**src/rtl/core/luhn_pkg.sv**
```systemverilog
// luhn_pkg: types, constants and digit helpers for the luhn card number check unit
// no dependencies; used by the interfaces and every module of the block
`default_nettype none

package luhn_pkg;

   typedef logic [3:0] digit_type;
   typedef logic [4:0] count_type;

   localparam digit_type DIGIT_MAX  = 4'd9;
   localparam count_type COUNT_MAX  = 5'd31;
   localparam count_type LEN_SHORT  = 5'd15;
   localparam count_type LEN_LONG   = 5'd16;
   localparam digit_type LEAD_THREE = 4'd3;
   localparam digit_type LEAD_FOUR  = 4'd4;
   localparam digit_type LEAD_FIVE  = 4'd5;
   localparam digit_type SECOND_A   = 4'd4;
   localparam digit_type SECOND_B   = 4'd7;
   localparam digit_type SECOND_LO  = 4'd1;
   localparam digit_type SECOND_HI  = 4'd5;

   typedef enum logic [1:0] {
      BRAND_NONE  = 2'd0,
      BRAND_LEAD3 = 2'd1,
      BRAND_LEAD4 = 2'd2,
      BRAND_LEAD5 = 2'd3
   } brand_type;

   // input register contents
   typedef struct packed {
      logic      valid;
      digit_type digit;
      logic      last_digit;
   } stage_type;

   // one finished result, as handed to the output register
   typedef struct packed {
      logic      valid;
      logic      luhn_ok;
      brand_type brand;
      count_type digit_count;
   } result_type;

   function automatic digit_type clamp_digit(input digit_type d);
      return (d > DIGIT_MAX) ? DIGIT_MAX : d;
   endfunction

   // luhn doubling: 2d, minus nine when that reaches two digits
   function automatic digit_type double_digit(input digit_type d);
      logic [4:0] t;
      t = {d, 1'b0};
      if (t >= 5'd10) begin
         t = t - 5'd9;
      end
      return t[3:0];
   endfunction

   // both operands are at most nine
   function automatic digit_type add_mod10(input digit_type a, input digit_type b);
      logic [4:0] s;
      s = {1'b0, a} + {1'b0, b};
      if (s >= 5'd10) begin
         s = s - 5'd10;
      end
      return s[3:0];
   endfunction

endpackage

`default_nettype wire

```
**src/rtl/core/luhn_if.sv**
```systemverilog
// luhn_req_if and luhn_rsp_if: valid/ready channels of the luhn card number check unit
// depends on luhn_pkg for the payload types
`default_nettype none

interface luhn_req_if;
   logic                valid;
   logic                ready;
   luhn_pkg::digit_type digit;
   logic                last_digit;

   modport source (output valid, output digit, output last_digit, input ready);
   modport sink   (input valid, input digit, input last_digit, output ready);
endinterface

interface luhn_rsp_if;
   logic                valid;
   logic                ready;
   logic                luhn_ok;
   logic [1:0]          brand;
   luhn_pkg::count_type digit_count;

   modport source (output valid, output luhn_ok, output brand, output digit_count,
                   input ready);
   modport sink   (input valid, input luhn_ok, input brand, input digit_count,
                   output ready);
endinterface

`default_nettype wire

```
**src/rtl/core/luhn_card_number_check_unit.sv**
```systemverilog
// luhn_card_number_check_unit: top level of the luhn mod-10 card number checker
// depends on luhn_pkg, luhn_if, luhn_in_stage, luhn_accum and luhn_out_stage
//
//   channel    direction  payload                          beat
//   req_chan   in         digit[3:0], last_digit           one digit, msd first
//   rsp_chan   out        luhn_ok, brand[1:0], digit_count one result per number
//
// one digit is taken every cycle unless a final digit is stalled; a final digit beat is held in the input
// register until the result register has room, and its result is then registered there for rsp_chan
// the input register and the result register each hold one beat, so a stalled result
// blocks only a final digit behind it, other digits keep flowing into the sums
// synchronous reset clears the sums, count, leading digits and both valid flags
`default_nettype none

module luhn_card_number_check_unit (
   input  wire logic   clock,
   input  wire logic   reset,
   luhn_req_if.sink    req_chan,
   luhn_rsp_if.source  rsp_chan
);
   import luhn_pkg::*;

   stage_type  stage;
   result_type result;
   logic       advance;
   logic       out_free;

   luhn_in_stage u_in_stage (
      .clock    (clock),
      .reset    (reset),
      .req_chan (req_chan),
      .out_free (out_free),
      .stage    (stage),
      .advance  (advance)
   );

   luhn_accum u_accum (
      .clock   (clock),
      .reset   (reset),
      .stage   (stage),
      .advance (advance),
      .result  (result)
   );

   luhn_out_stage u_out_stage (
      .clock    (clock),
      .reset    (reset),
      .result   (result),
      .rsp_chan (rsp_chan),
      .out_free (out_free)
   );

endmodule

`default_nettype wire

```
**src/rtl/core/luhn_in_stage.sv**
```systemverilog
// luhn_in_stage: input register for digit beats, with the stall decision
// depends on luhn_pkg and luhn_req_if
`default_nettype none

module luhn_in_stage (
   input  wire logic            clock,
   input  wire logic            reset,
   luhn_req_if.sink             req_chan,
   input  wire logic            out_free,
   output luhn_pkg::stage_type  stage,
   output logic                 advance
);
   import luhn_pkg::*;

   stage_type stage_ff, stage_in;
   logic      take;

   // a final digit may only move on when the output register has room
   assign advance        = stage_ff.valid && (!stage_ff.last_digit || out_free);
   assign req_chan.ready = !stage_ff.valid || advance;
   assign take           = req_chan.valid && req_chan.ready;

   always_comb begin
      stage_in = stage_ff;
      if (take) begin
         stage_in.valid      = 1'b1;
         stage_in.digit      = req_chan.digit;
         stage_in.last_digit = req_chan.last_digit;
      end else if (advance) begin
         stage_in.valid = 1'b0;
      end
   end

   always_ff @(posedge clock) begin
      if (reset) begin
         stage_ff.valid <= 1'b0;
      end else begin
         stage_ff.valid <= stage_in.valid;
      end
      stage_ff.digit      <= stage_in.digit;
      stage_ff.last_digit <= stage_in.last_digit;
   end

   assign stage = stage_ff;

endmodule

`default_nettype wire

```
**src/rtl/core/luhn_accum.sv**
```systemverilog
// luhn_accum: running luhn sums, digit count and leading digits, plus brand decode
// depends on luhn_pkg
`default_nettype none

module luhn_accum (
   input  wire logic                 clock,
   input  wire logic                 reset,
   input  wire luhn_pkg::stage_type  stage,
   input  wire logic                 advance,
   output luhn_pkg::result_type      result
);
   import luhn_pkg::*;

   digit_type sum_even_ff, sum_even_in;
   digit_type sum_odd_ff, sum_odd_in;
   count_type count_ff, count_in;
   digit_type lead_ff, lead_in;
   digit_type second_ff, second_in;

   digit_type d, dd, sel;
   logic      ok;
   brand_type brand;

   always_comb begin
      d  = clamp_digit(stage.digit);
      dd = double_digit(d);

      sum_even_in = sum_even_ff;
      sum_odd_in  = sum_odd_ff;
      count_in    = count_ff;
      lead_in     = lead_ff;
      second_in   = second_ff;

      // leading zeros leave everything untouched
      if (!(count_ff == '0 && d == '0)) begin
         if (!count_ff[0]) begin
            sum_even_in = add_mod10(sum_even_ff, dd);
            sum_odd_in  = add_mod10(sum_odd_ff, d);
         end else begin
            sum_even_in = add_mod10(sum_even_ff, d);
            sum_odd_in  = add_mod10(sum_odd_ff, dd);
         end
         if (count_ff == 5'd0) begin
            lead_in = d;
         end else if (count_ff == 5'd1) begin
            second_in = d;
         end
         if (count_ff != COUNT_MAX) begin
            count_in = count_ff + 5'd1;
         end
      end

      sel = count_in[0] ? sum_odd_in : sum_even_in;
      ok  = (count_in != '0) && (sel == '0);

      brand = BRAND_NONE;
      if (ok) begin
         if (count_in == LEN_SHORT && lead_in == LEAD_THREE &&
             (second_in == SECOND_A || second_in == SECOND_B)) begin
            brand = BRAND_LEAD3;
         end else if (count_in == LEN_LONG && lead_in == LEAD_FOUR) begin
            brand = BRAND_LEAD4;
         end else if (count_in == LEN_LONG && lead_in == LEAD_FIVE &&
                      second_in >= SECOND_LO && second_in <= SECOND_HI) begin
            brand = BRAND_LEAD5;
         end
      end

      result.valid       = advance && stage.last_digit;
      result.luhn_ok     = ok;
      result.brand       = brand;
      result.digit_count = count_in;
   end

   always_ff @(posedge clock) begin
      if (reset) begin
         sum_even_ff <= '0;
         sum_odd_ff  <= '0;
         count_ff    <= '0;
         lead_ff     <= '0;
         second_ff   <= '0;
      end else if (advance) begin
         if (stage.last_digit) begin
            // number finished: start clean for the next one
            sum_even_ff <= '0;
            sum_odd_ff  <= '0;
            count_ff    <= '0;
            lead_ff     <= '0;
            second_ff   <= '0;
         end else begin
            sum_even_ff <= sum_even_in;
            sum_odd_ff  <= sum_odd_in;
            count_ff    <= count_in;
            lead_ff     <= lead_in;
            second_ff   <= second_in;
         end
      end
   end

endmodule

`default_nettype wire

```
**src/rtl/core/luhn_out_stage.sv**
```systemverilog
// luhn_out_stage: result register driving the response channel
// depends on luhn_pkg and luhn_rsp_if
`default_nettype none

module luhn_out_stage (
   input  wire logic                  clock,
   input  wire logic                  reset,
   input  wire luhn_pkg::result_type  result,
   luhn_rsp_if.source                 rsp_chan,
   output logic                       out_free
);
   import luhn_pkg::*;

   result_type rsp_ff, rsp_in;

   assign out_free = !rsp_ff.valid || rsp_chan.ready;

   always_comb begin
      rsp_in = rsp_ff;
      if (result.valid) begin
         rsp_in = result;
      end else if (rsp_chan.ready) begin
         rsp_in.valid = 1'b0;
      end
   end

   always_ff @(posedge clock) begin
      if (reset) begin
         rsp_ff.valid <= 1'b0;
      end else begin
         rsp_ff.valid <= rsp_in.valid;
      end
      rsp_ff.luhn_ok     <= rsp_in.luhn_ok;
      rsp_ff.brand       <= rsp_in.brand;
      rsp_ff.digit_count <= rsp_in.digit_count;
   end

   assign rsp_chan.valid       = rsp_ff.valid;
   assign rsp_chan.luhn_ok     = rsp_ff.luhn_ok;
   assign rsp_chan.brand       = 2'(rsp_ff.brand);
   assign rsp_chan.digit_count = rsp_ff.digit_count;

endmodule

`default_nettype wire
```
**src/flat_wrapper.sv**
```systemverilog
// flat-port wrapper written by rule: the top's interface ports become plain ports
module luhn_card_number_check_unit_flat import luhn_pkg::*;
  (clock, reset, req_chan_valid, req_chan_digit, req_chan_last_digit, req_chan_ready, rsp_chan_valid, rsp_chan_luhn_ok, rsp_chan_brand, rsp_chan_digit_count, rsp_chan_ready);
  luhn_req_if req_chan_i ();
  luhn_rsp_if rsp_chan_i ();
  input  wire logic clock;
  input  wire logic reset;
  input wire logic [$bits(req_chan_i.valid)-1:0] req_chan_valid;
  input wire logic [$bits(req_chan_i.digit)-1:0] req_chan_digit;
  input wire logic [$bits(req_chan_i.last_digit)-1:0] req_chan_last_digit;
  output wire logic [$bits(req_chan_i.ready)-1:0] req_chan_ready;
  output wire logic [$bits(rsp_chan_i.valid)-1:0] rsp_chan_valid;
  output wire logic [$bits(rsp_chan_i.luhn_ok)-1:0] rsp_chan_luhn_ok;
  output wire logic [$bits(rsp_chan_i.brand)-1:0] rsp_chan_brand;
  output wire logic [$bits(rsp_chan_i.digit_count)-1:0] rsp_chan_digit_count;
  input wire logic [$bits(rsp_chan_i.ready)-1:0] rsp_chan_ready;
  assign req_chan_i.valid = req_chan_valid;
  assign req_chan_i.digit = req_chan_digit;
  assign req_chan_i.last_digit = req_chan_last_digit;
  assign req_chan_ready = req_chan_i.ready;
  assign rsp_chan_valid = rsp_chan_i.valid;
  assign rsp_chan_luhn_ok = rsp_chan_i.luhn_ok;
  assign rsp_chan_brand = rsp_chan_i.brand;
  assign rsp_chan_digit_count = rsp_chan_i.digit_count;
  assign rsp_chan_i.ready = rsp_chan_ready;
  luhn_card_number_check_unit u_core (.clock(clock), .reset(reset), .req_chan(req_chan_i), .rsp_chan(rsp_chan_i));
endmodule
```
**config.mk**
```make
export PLATFORM = sky130hd
export DESIGN_NAME = luhn_card_number_check_unit_flat
export DESIGN_NICKNAME = d
export VERILOG_FILES = /design/src/rtl/core/luhn_pkg.sv /design/src/rtl/core/luhn_if.sv /design/src/rtl/core/luhn_card_number_check_unit.sv /design/src/rtl/core/luhn_in_stage.sv /design/src/rtl/core/luhn_accum.sv /design/src/rtl/core/luhn_out_stage.sv /design/src/flat_wrapper.sv
export SDC_FILE = /design/constraint.sdc
export NUM_CORES = 1
export LEC_CHECK = 0
export BUFFER_PORTS_ARGS = -buffer_cell sky130_fd_sc_hd__buf_2
export CAP_MARGIN = 20
export CORE_ASPECT_RATIO = 0.5
export CORE_MARGIN = 2
export CORE_UTILIZATION = 35
export CTS_CLUSTER_DIAMETER = 120
export DETAILED_ROUTE_END_ITERATION = 6
export GPL_ROUTABILITY_DRIVEN = 0
export GPL_TIMING_DRIVEN = 0
export SLEW_MARGIN = 20
export SYNTH_ARGS = -nofsm -noshare
export SYNTH_HDL_FRONTEND = slang
export SYNTH_SLANG_ARGS = --single-unit
```
**constraint.sdc**
```tcl
create_clock -name clock -period 11.57 [get_ports clock]
set_input_delay 2.314 -clock clock [delete_from_list [all_inputs] [get_ports clock]]
set_output_delay 2.314 -clock clock [all_outputs]
set_load 0.02 [all_outputs]
```
==> metrics, run 1 <==
status=complete, no violations; setup TNS=0 ns; CP Launch Type=flip-flop; Clk Latency, worst-skew pair=0.28 ns; Worst Max-Slew Pin Slew=0.8703 ns; top-area cell type share of the netlist area=15.41%; H-tree depth=2; syn_area_per_cell=8.762 um^2; Synth Flop Type=dfxtp_1; Area growth syn-to-layout=12.14%; commonest non-fill, non-tap cell in the layout=nor2_1; CTS Buf Count=5; die area=0.009337 mm^2; synth top area cells=dfxtp_1 15%, edfxtp_1 13%, ha_1 11%; max-slew violation count=0; overall power=397.1 uW; CP Class=reg2reg; most frequent cells in the layout=41 x nor2_1, 27 x ha_1, 26 x inv_1, 23 x nand2_1, 23 x dfxtp_1; RSZ-0062 raised after global routing=false; shortest period the worst path allows=5.616 ns; CP Max Fanout=10; Filler cells=801; # setup viols final=0; Tcrit/Tclk final=48.54%; Initial DRT Pass Iterations=4; power per cell area=118.5 mW/mm^2; Detail Route Antenna Nets=0; Synth Warn #=0; VDD IR-drop max=60.88 uV; Via Count=2551; CP Data Required Time=11.58 ns; antenna violations before repair=0; cell count after synthesis=341; Initial Util=36.69%; GRT Util Overall=16.52%; Clock Path Buffers=2; EDFF count, synth=13; Die X=134.7 um; Area after DPL=0.003218 mm^2; min-delay worst type=reg2reg; Cell Rows=23; P_leak=1.415 nW; Resize count post-CTS=0; IO buf count=18; # Post-CTS Setup Buffers=0; clock sink count=36; global-route wire length before repair=12310 um; post-DR vias/cell=5.337; crit path DAT=5.62 ns; Storage cell area=850.8 um^2; fin nets=406; post-synth cell types=64; Die Height=69.34 um; diode count=0; Final HPWL DP=5705 um; io pins=19; Routed Wire Length=7328 um; Max-Cap Viols=0; post-route cell area=0.003351 mm^2; Max Clk Rate=178.1 MHz; clk root buf=clkbuf_16; multi-input logic area=0.001963 mm^2; syn_nets=381; sequential-to-total area share from yosys stat=28.48%; Setup Skew=0.006671 ns; CTS tree=built; vias in the first global route=2430; maximum number of pins on one net before global-route repair=11; drc violations=0; Setup crit end kind=flip-flop; Hold-fix buffers, CTS=0; clock-pin slew on the worst setup and hold paths=0.05 ns; cell taking the most area after synthesis=dfxtp_1; grt ovf=0; CORE AREA=0.008144 mm^2; Final Hold Vio Count=0; flops & latches, synth=36; Cell Area, Synth=0.002988 mm^2; DR iter-0 viols=213; Slew HR=41.76%; Async S/R FF share, synth=0%; share of cells above drive strength 1=13.93%; WL per Instance=15.33 um
[cell type report]
type	instances	area share, %
timing repair buffer	18	2.689
clock buffer	7	3.958
buffer	14	2.278
sequential	36	25.39
inverter	26	2.913
tap	112	4.182
multi-input combinational	265	58.59
[per-stage QoR]
step                worst slack (ns)  instances  utilization [%]  hold WS (ns)
floorplan                      6.518        341                -        0.4495
global placement               5.976        471            39.51        0.4691
detailed placement             5.932        471            39.51        0.4735
CTS                            5.935        478            41.14        0.4892
global route                   5.574        478            41.14        0.5153
finish                         5.954        478            41.14        0.4924
[synth_stat cells, types with 4 or more instances]
cell type,number
dfxtp_1,23
a21oi_1,20
mux2_2,6
o21ai_0,13
clkbuf_1,9
nor3b_1,5
nand3_1,11
nor2b_1,5
a22oi_1,11
nor2_1,41
ha_1,27
nand2_1,23
a21o_1,5
edfxtp_1,13
nor3_1,7
nand2b_1,4
inv_1,26
a31oi_1,6
xnor2_1,8
fa_1,4
mux2i_1,8
[layer usage]
layer	global-route usage, %	part of all wire (%)
met3	2.339	3.4
met5	0	0
met1	24.14	54
met2	25.32	42
met4	4.444	0.66
[state kept, by name, summed over array words and instances (netlist names)]
register                                 count
u_core.u_out_stage.rsp_chan.luhn_ok          1
u_core.u_accum.sum_even_ff                   4
u_core.u_in_stage.stage                      6
u_core.u_accum.sum_odd_ff                    4
u_core.u_out_stage.rsp_chan.valid            1
u_core.u_accum.second_ff                     4
u_core.u_accum.count_ff                      5
u_core.u_out_stage.rsp_chan.digit_count      5
u_core.u_accum.lead_ff                       4
u_core.u_out_stage.rsp_chan.brand            2
[critical path, stage by stage (launching register included)]
cell	delay, ns
edfxtp_1	0.41
clkbuf_1	0.25
nor2b_1	0.68
inv_1	0.19
ha_1	0.25
a211oi_1	0.56
mux2_2	0.45
ha_1	0.42
xor2_2	0.25
ha_1	0.23
inv_1	0.09
a21oi_2	0.15
nor3_1	0.08
nor4b_2	0.38
mux2_4	0.35
o211a_1	0.21
a22oi_2	0.31
a21oi_1	0.08
[power by group]
| group | switching (mW) | internal (mW) |
|---|---|---|
| Combinational | 0.0767 | 0.0542 |
| Clock | 0.0478 | 0.0787 |
| Sequential | 0.00397 | 0.136 |
[logic make-up after synthesis]
group,after synthesis,synth area share (%)
simple gates,112,18.80
compound gates,94,23.16
buf+inv,40,5.820
flops,36,28.48
fa+ha+maj,31,13.99
mux,15,5.444
xor+xnor,13,4.314
[path summary, 6_finish.rpt]
check / startpoint / to / slack [ns] / depth (start not counted)
hold / removal: u_core.u_accum.second_ff[0]$_SDFFE_PP0P_ / u_core.u_accum.second_ff[0]$_SDFFE_PP0P_ / 0.49 / 2
setup / recovery: u_core.u_in_stage.stage[4]$_DFFE_PP_ / u_core.u_out_stage.rsp_chan.luhn_ok$_DFFE_PP_ / 5.95 / 17
setup reg to reg: u_core.u_in_stage.stage[4]$_DFFE_PP_ / u_core.u_out_stage.rsp_chan.luhn_ok$_DFFE_PP_ / 5.95 / 17
hold reg to reg: u_core.u_accum.second_ff[0]$_SDFFE_PP0P_ / u_core.u_accum.second_ff[0]$_SDFFE_PP0P_ / 0.49 / 2
Power figures use the tool's default switching activity.
==> run 2, diff against run 1 <==
==> constraint.sdc (replaced) <==
create_clock -name clock -period 5.73 [get_ports clock]
set_input_delay 1.146 -clock clock [delete_from_list [all_inputs] [get_ports clock]]
set_output_delay 1.146 -clock clock [all_outputs]
set_load 0.02 [all_outputs]
==> run 2 against run 1 <==
Clock power rose by 100%. Clock skew barely moved. Final cell count did not move. Routed wire length rose by 0.46%. Critical path depth rose by 3. Flip-flop and latch count did not move. Critical endpoint unchanged.
==> metrics, run 2 (synthesis gave the netlist of run 1 again) <==
# Post-CTS Setup Buffers=0; RSZ-0062 raised after global routing=false; die area=0.009337 mm^2; # setup viols final=0; Clock Path Buffers=2; CP Max Fanout=10; post-route insts no fill=478; VDD IR-drop max=122.5 uV; Routed Wire Length=7362 um; post-route cell area=0.003358 mm^2; r2r endpoint=u_core.u_out_stage.rsp_chan.luhn_ok$_DFFE_PP_; Critical Path Source=u_core.u_in_stage.stage[4]$_DFFE_PP_; Worst Max-Slew Pin Slew=0.8666 ns; crit path to=u_core.u_out_stage.rsp_chan.luhn_ok$_DFFE_PP_; io pins=19; clock sink count=36; Largest register FFs=6; power per cell area=239.3 mW/mm^2; crit path DAT=5.33 ns; Initial Util=36.69%; drc violations=0; global-route wire length before repair=12310 um; Resize count post-CTS=0; CTS tree=built; Final HPWL DP=5705 um; shortest period the worst path allows=5.326 ns; commonest non-fill, non-tap cell in the layout=nor2_1; vias in the first global route=2430; Max-Cap Viols=0; P_leak=1.412 nW; Tcrit/Tclk final=92.95%; CP Data Required Time=5.74 ns; maximum number of pins on one net before global-route repair=11; min-delay worst type=reg2reg; r2r worst-path depth=20; clock-pin slew on the worst setup and hold paths=0.05 ns; Setup Skew=0.006906 ns; Hold-fix buffers, CTS=0; CORE AREA=0.008144 mm^2; H-tree depth=2; Area after DPL=0.003218 mm^2; Die Height=69.34 um; Slew HR=42.01%; Area growth syn-to-layout=12.40%; IO buf count=18; CTS Buf Count=5; most frequent cells in the layout=41 x nor2_1, 27 x ha_1, 26 x inv_1, 23 x nand2_1, 23 x dfxtp_1; hold slack=0.4937 ns; fin nets=406; Clk Latency, worst-skew pair=0.28 ns; Detail Route Antenna Nets=0; share of cells above drive strength 1=14.48%; DP Worst Slack=0.09156 ns; Final Hold Vio Count=0; WL per Instance=15.40 um; Setup WS post-layout=0.4037 ns; diode count=0; post-DR vias/cell=5.324; antenna violations before repair=0; Die X=134.7 um; grt ovf=0; max-slew violation count=0; GRT Util Overall=16.52%; Max Clk Rate=187.7 MHz; DR iter-0 viols=198; CP Launch Type=flip-flop; setup TNS=0 ns; Via Count=2545; Cell Rows=23; R2R Setup Slk=0.40 ns; CP Class=reg2reg; status=complete, no violations; worst r2r src=u_core.u_in_stage.stage[4]$_DFFE_PP_; Initial DRT Pass Iterations=5; dpl cells=471; clk root buf=clkbuf_16; Setup crit end kind=flip-flop
## run 2: cell types whose count changed in the layout (fill, tap and decap cells not counted)
cell,previous run,this run
a211oi_1,3,2
a211oi_2,3,4
nor2b_1,5,4
nor2b_2,0,1
## run 2: final cells by class
| cell class | instances | area (um^2) |
|---|---|---|
| Buffer | 14 | 76.32 |
| Clock buffer | 7 | 132.6 |
| Fill cell | 800 | 4786 |
| Inverter | 26 | 97.59 |
| Multi-Input combinational cell | 265 | 1971 |
| Sequential cell | 36 | 850.8 |
| Tap cell | 112 | 140.1 |
| Timing Repair Buffer | 18 | 90.09 |
## run 2: critical path: stages (launching register included)
cell and delay (ns):
edfxtp_1 0.42, clkbuf_1 0.27, o21ai_0 0.14, nand2b_1 0.24, inv_1 0.19, ha_1 0.16
inv_1 0.04, ha_1 0.21, a211oi_2 0.38, mux2_2 0.43, ha_1 0.42, xor2_2 0.25
ha_1 0.23, inv_1 0.09, a21oi_2 0.15, nor3_1 0.08, nor4b_2 0.38, mux2_4 0.35
o211a_1 0.21, a22oi_2 0.32, a21oi_1 0.08
## run 2: per-stage QoR
stage / total power, mW / utilization [%]
after floorplan: 0.4896 / -
after global placement: 0.5460 / 39.51
after detailed placement: 0.5474 / 39.51
after CTS: 0.8069 / 41.14
after global routing: 0.8492 / 41.24
final: 0.8035 / 41.24
## run 2: power by group
part / internal (mW) / switching [mW] / leakage, nW
clock: 0.159 / 0.0970 / 0.0640
sequential: 0.274 / 0.00820 / 0.306
combinational: 0.110 / 0.155 / 1.04
## run 2: layer usage
metal / up-vias / GRT usage [%] / part of all wire, %
met3: 7 / 2.339 / 2.9
met2: 44 / 25.32 / 42
met1: 1198 / 24.14 / 54
li1: 1296 / - / -
met4: 0 / 4.444 / 1.1
met5: - / 0 / 0
## run 2: worst min path at each step
stage / endpoint / slack, ns / cells past startpoint / startpoint
after floorplan: u_core.u_accum.second_ff[3]$_SDFFE_PP0P_ / 0.45 / 2 / u_core.u_accum.second_ff[3]$_SDFFE_PP0P_
after CTS: u_core.u_accum.second_ff[3]$_SDFFE_PP0P_ / 0.49 / 2 / u_core.u_accum.second_ff[3]$_SDFFE_PP0P_
after global routing: u_core.u_accum.second_ff[0]$_SDFFE_PP0P_ / 0.52 / 2 / u_core.u_accum.second_ff[0]$_SDFFE_PP0P_
final: u_core.u_accum.second_ff[0]$_SDFFE_PP0P_ / 0.49 / 2 / u_core.u_accum.second_ff[0]$_SDFFE_PP0P_
after detailed placement: u_core.u_accum.second_ff[3]$_SDFFE_PP0P_ / 0.47 / 2 / u_core.u_accum.second_ff[3]$_SDFFE_PP0P_
after global placement: u_core.u_accum.second_ff[3]$_SDFFE_PP0P_ / 0.47 / 2 / u_core.u_accum.second_ff[3]$_SDFFE_PP0P_
==> run 3, diff against run 2 <==
--- a/config.mk
+++ b/config.mk
@@ -9,7 +9,8 @@
 export CAP_MARGIN = 20
 export CORE_ASPECT_RATIO = 0.5
 export CORE_MARGIN = 2
-export CORE_UTILIZATION = 35
+export CORE_UTILIZATION = 32
+export CTS_BUF_LIST = sky130_fd_sc_hd__clkbuf_4 sky130_fd_sc_hd__clkbuf_8
 export CTS_CLUSTER_DIAMETER = 120
 export DETAILED_ROUTE_END_ITERATION = 6
 export GPL_ROUTABILITY_DRIVEN = 0
==> run 3 against run 2 <==
Utilization fell by 3.8 points. Routed wire length rose by 0.16%. Sequential power barely moved. Final cell count rose by 1.0%. Critical path depth did not move. First-iteration DRC count rose by 12%. Clock skew fell by 0.0039 ns. Flip-flop and latch count did not move.
==> metrics, run 3 (synthesis gave the netlist of run 1 again) <==
Clock Path Buffers=2; IO buf count=18; min-delay worst type=reg2reg; met1 Use GR=22.21%; Die X=140.7 um; Largest register FFs=6; max-slew violation count=0; clock-pin slew on the worst setup and hold paths=0.08 ns; CP Class=reg2reg; CP Data Required Time=5.75 ns; Final Hold Vio Count=0; WL per Instance=15.27 um; hold slack=0.4880 ns; crit path DAT=5.28 ns; critical path's largest stage delay=0.60 ns; CP dominant cell by count=inv_1; Setup crit end kind=flip-flop; Initial Util=33.61%; Via Count=2640; Max-Cap Viols=0; overall power=745.1 uW; grt peak-use layer=met2; DR iter-0 viols=222; Max Clk Rate=190.4 MHz; global-route wire length before repair=12690 um; CP top delay family=compound AO/OA/AOI/OAI gates; routing usage on met2=24.66%; antenna violations before repair=0; RSZ-0062 raised after global routing=false; CORE AREA=0.008889 mm^2; most frequent cells in the layout=41 x nor2_1, 27 x ha_1, 26 x inv_1, 23 x nand2_1, 23 x dfxtp_1; die area=0.01017 mm^2; Slew HR=37.06%; share of cells above drive strength 1=15.30%; P_leak=1.395 nW; clk root buf=clkbuf_8; # Post-CTS Setup Buffers=0; CTS Buf Count=5; grt ovf=0; # setup viols final=0; Area growth syn-to-layout=11.31%; Clk Latency, worst-skew pair=0.29 ns; CP Launch Type=flip-flop; dpl cells=476; commonest non-fill, non-tap cell in the layout=nor2_1; shortest period the worst path allows=5.252 ns; VDD IR-drop max=84.06 uV; vias in the first global route=2528; met3 Resource Use GR=2.970%; Setup Skew=0.002988 ns; Routed Wire Length=7374 um; power per cell area=224.0 mW/mm^2; io pins=19; crit-path cells=o21ai_0 > nand2b_1 > inv_1 > ha_1 > inv_1 > ha_1 > a211oi_2 > xnor2_1 > inv_1 > fa_1 > xor2_2 > ha_1 > inv_1 > a21oi_2 > nor3_1 > nor4b_2 > mux2_4 > o211a_1 > a22oi_2 > a21oi_1; maximum number of pins on one net before global-route repair=12; Die Height=72.33 um; clock sink count=36; CP Max Fanout=13; WP buf/inv=4; post-route insts no fill=483; diode count=0; setup TNS=0 ns; Final HPWL DP=5688 um; Initial DRT Pass Iterations=5; fin nets=405; Worst Max-Slew Pin Slew=0.9407 ns; H-tree depth=2; post-DR vias/cell=5.466; GRT Util Overall=15.57%; CTS tree=built; Detail Route Antenna Nets=0; Cell Rows=24; status=complete, no violations; slowest cell on the critical path=edfxtp_1; Tcrit/Tclk final=91.66%; drc violations=0
run 3: changes by cell type in the layout (fill, tap and decap cells not counted):
cell	change
clkbuf_8	+6
clkinvlp_4	+1
clkbuf_16	-5
clkbuf_4	+1
clkbuf_1	-3
run 3: final cells by class:
class                   count  area [um^2]
clock buffers               7        90.09
clock inverters             1        7.507
well taps                 117        146.4
flip-flops and latches     36        850.8
multi-input cells         265         1971
repair buffers             18        90.09
fillers                   906         5563
plain buffers              13        72.57
inverters                  26        97.59
run 3: worst paths after layout:
check	from	end	slack (ns)	depth (start not counted)
hold / removal	u_core.u_accum.second_ff[3]$_SDFFE_PP0P_	u_core.u_accum.second_ff[3]$_SDFFE_PP0P_	0.49	2
setup / recovery	u_core.u_in_stage.stage[4]$_DFFE_PP_	u_core.u_out_stage.rsp_chan.luhn_ok$_DFFE_PP_	0.48	20
setup reg to reg	u_core.u_in_stage.stage[4]$_DFFE_PP_	u_core.u_out_stage.rsp_chan.luhn_ok$_DFFE_PP_	0.48	20
hold reg to reg	u_core.u_accum.second_ff[3]$_SDFFE_PP0P_	u_core.u_accum.second_ff[3]$_SDFFE_PP0P_	0.49	2
run 3: timing repair:
action	CTS	global route
hold buffers	0	0
endpoints found under the hold margin	0	0
endpoints found under the setup margin	0	4
gates resized for setup	0	2
run 3: metal layers:
layer	up-vias	share of wire (%)
met5	-	0
met1	1252	52
met2	85	42
met3	7	5.9
met4	0	0.98
li1	1296	-
run 3: through the flow:
stage	instance area (um^2)	worst slack, ns	utilization [%]
floorplan	2988	1.058	-
global placement	3224	0.08774	36.28
detailed placement	3224	0.04987	36.28
CTS	3322	0.02991	37.37
global route	3326	0.04832	37.42
finish	3326	0.4778	37.42
run 3: where the power goes:
part	switching (mW)	internal, mW
Clock	0.0982	0.103
Sequential	0.00972	0.274
Combinational	0.151	0.110
run 3: worst register-to-register path, stage by stage (launching register included):
cell	delay (ns)
edfxtp_1	0.60
o21ai_0	0.16
nand2b_1	0.24
inv_1	0.19
ha_1	0.17
inv_1	0.04
ha_1	0.20
a211oi_2	0.37
xnor2_1	0.23
inv_1	0.16
fa_1	0.50
xor2_2	0.22
ha_1	0.23
inv_1	0.09
a21oi_2	0.15
nor3_1	0.08
nor4b_2	0.37
mux2_4	0.35
o211a_1	0.22
a22oi_2	0.32
a21oi_1	0.09
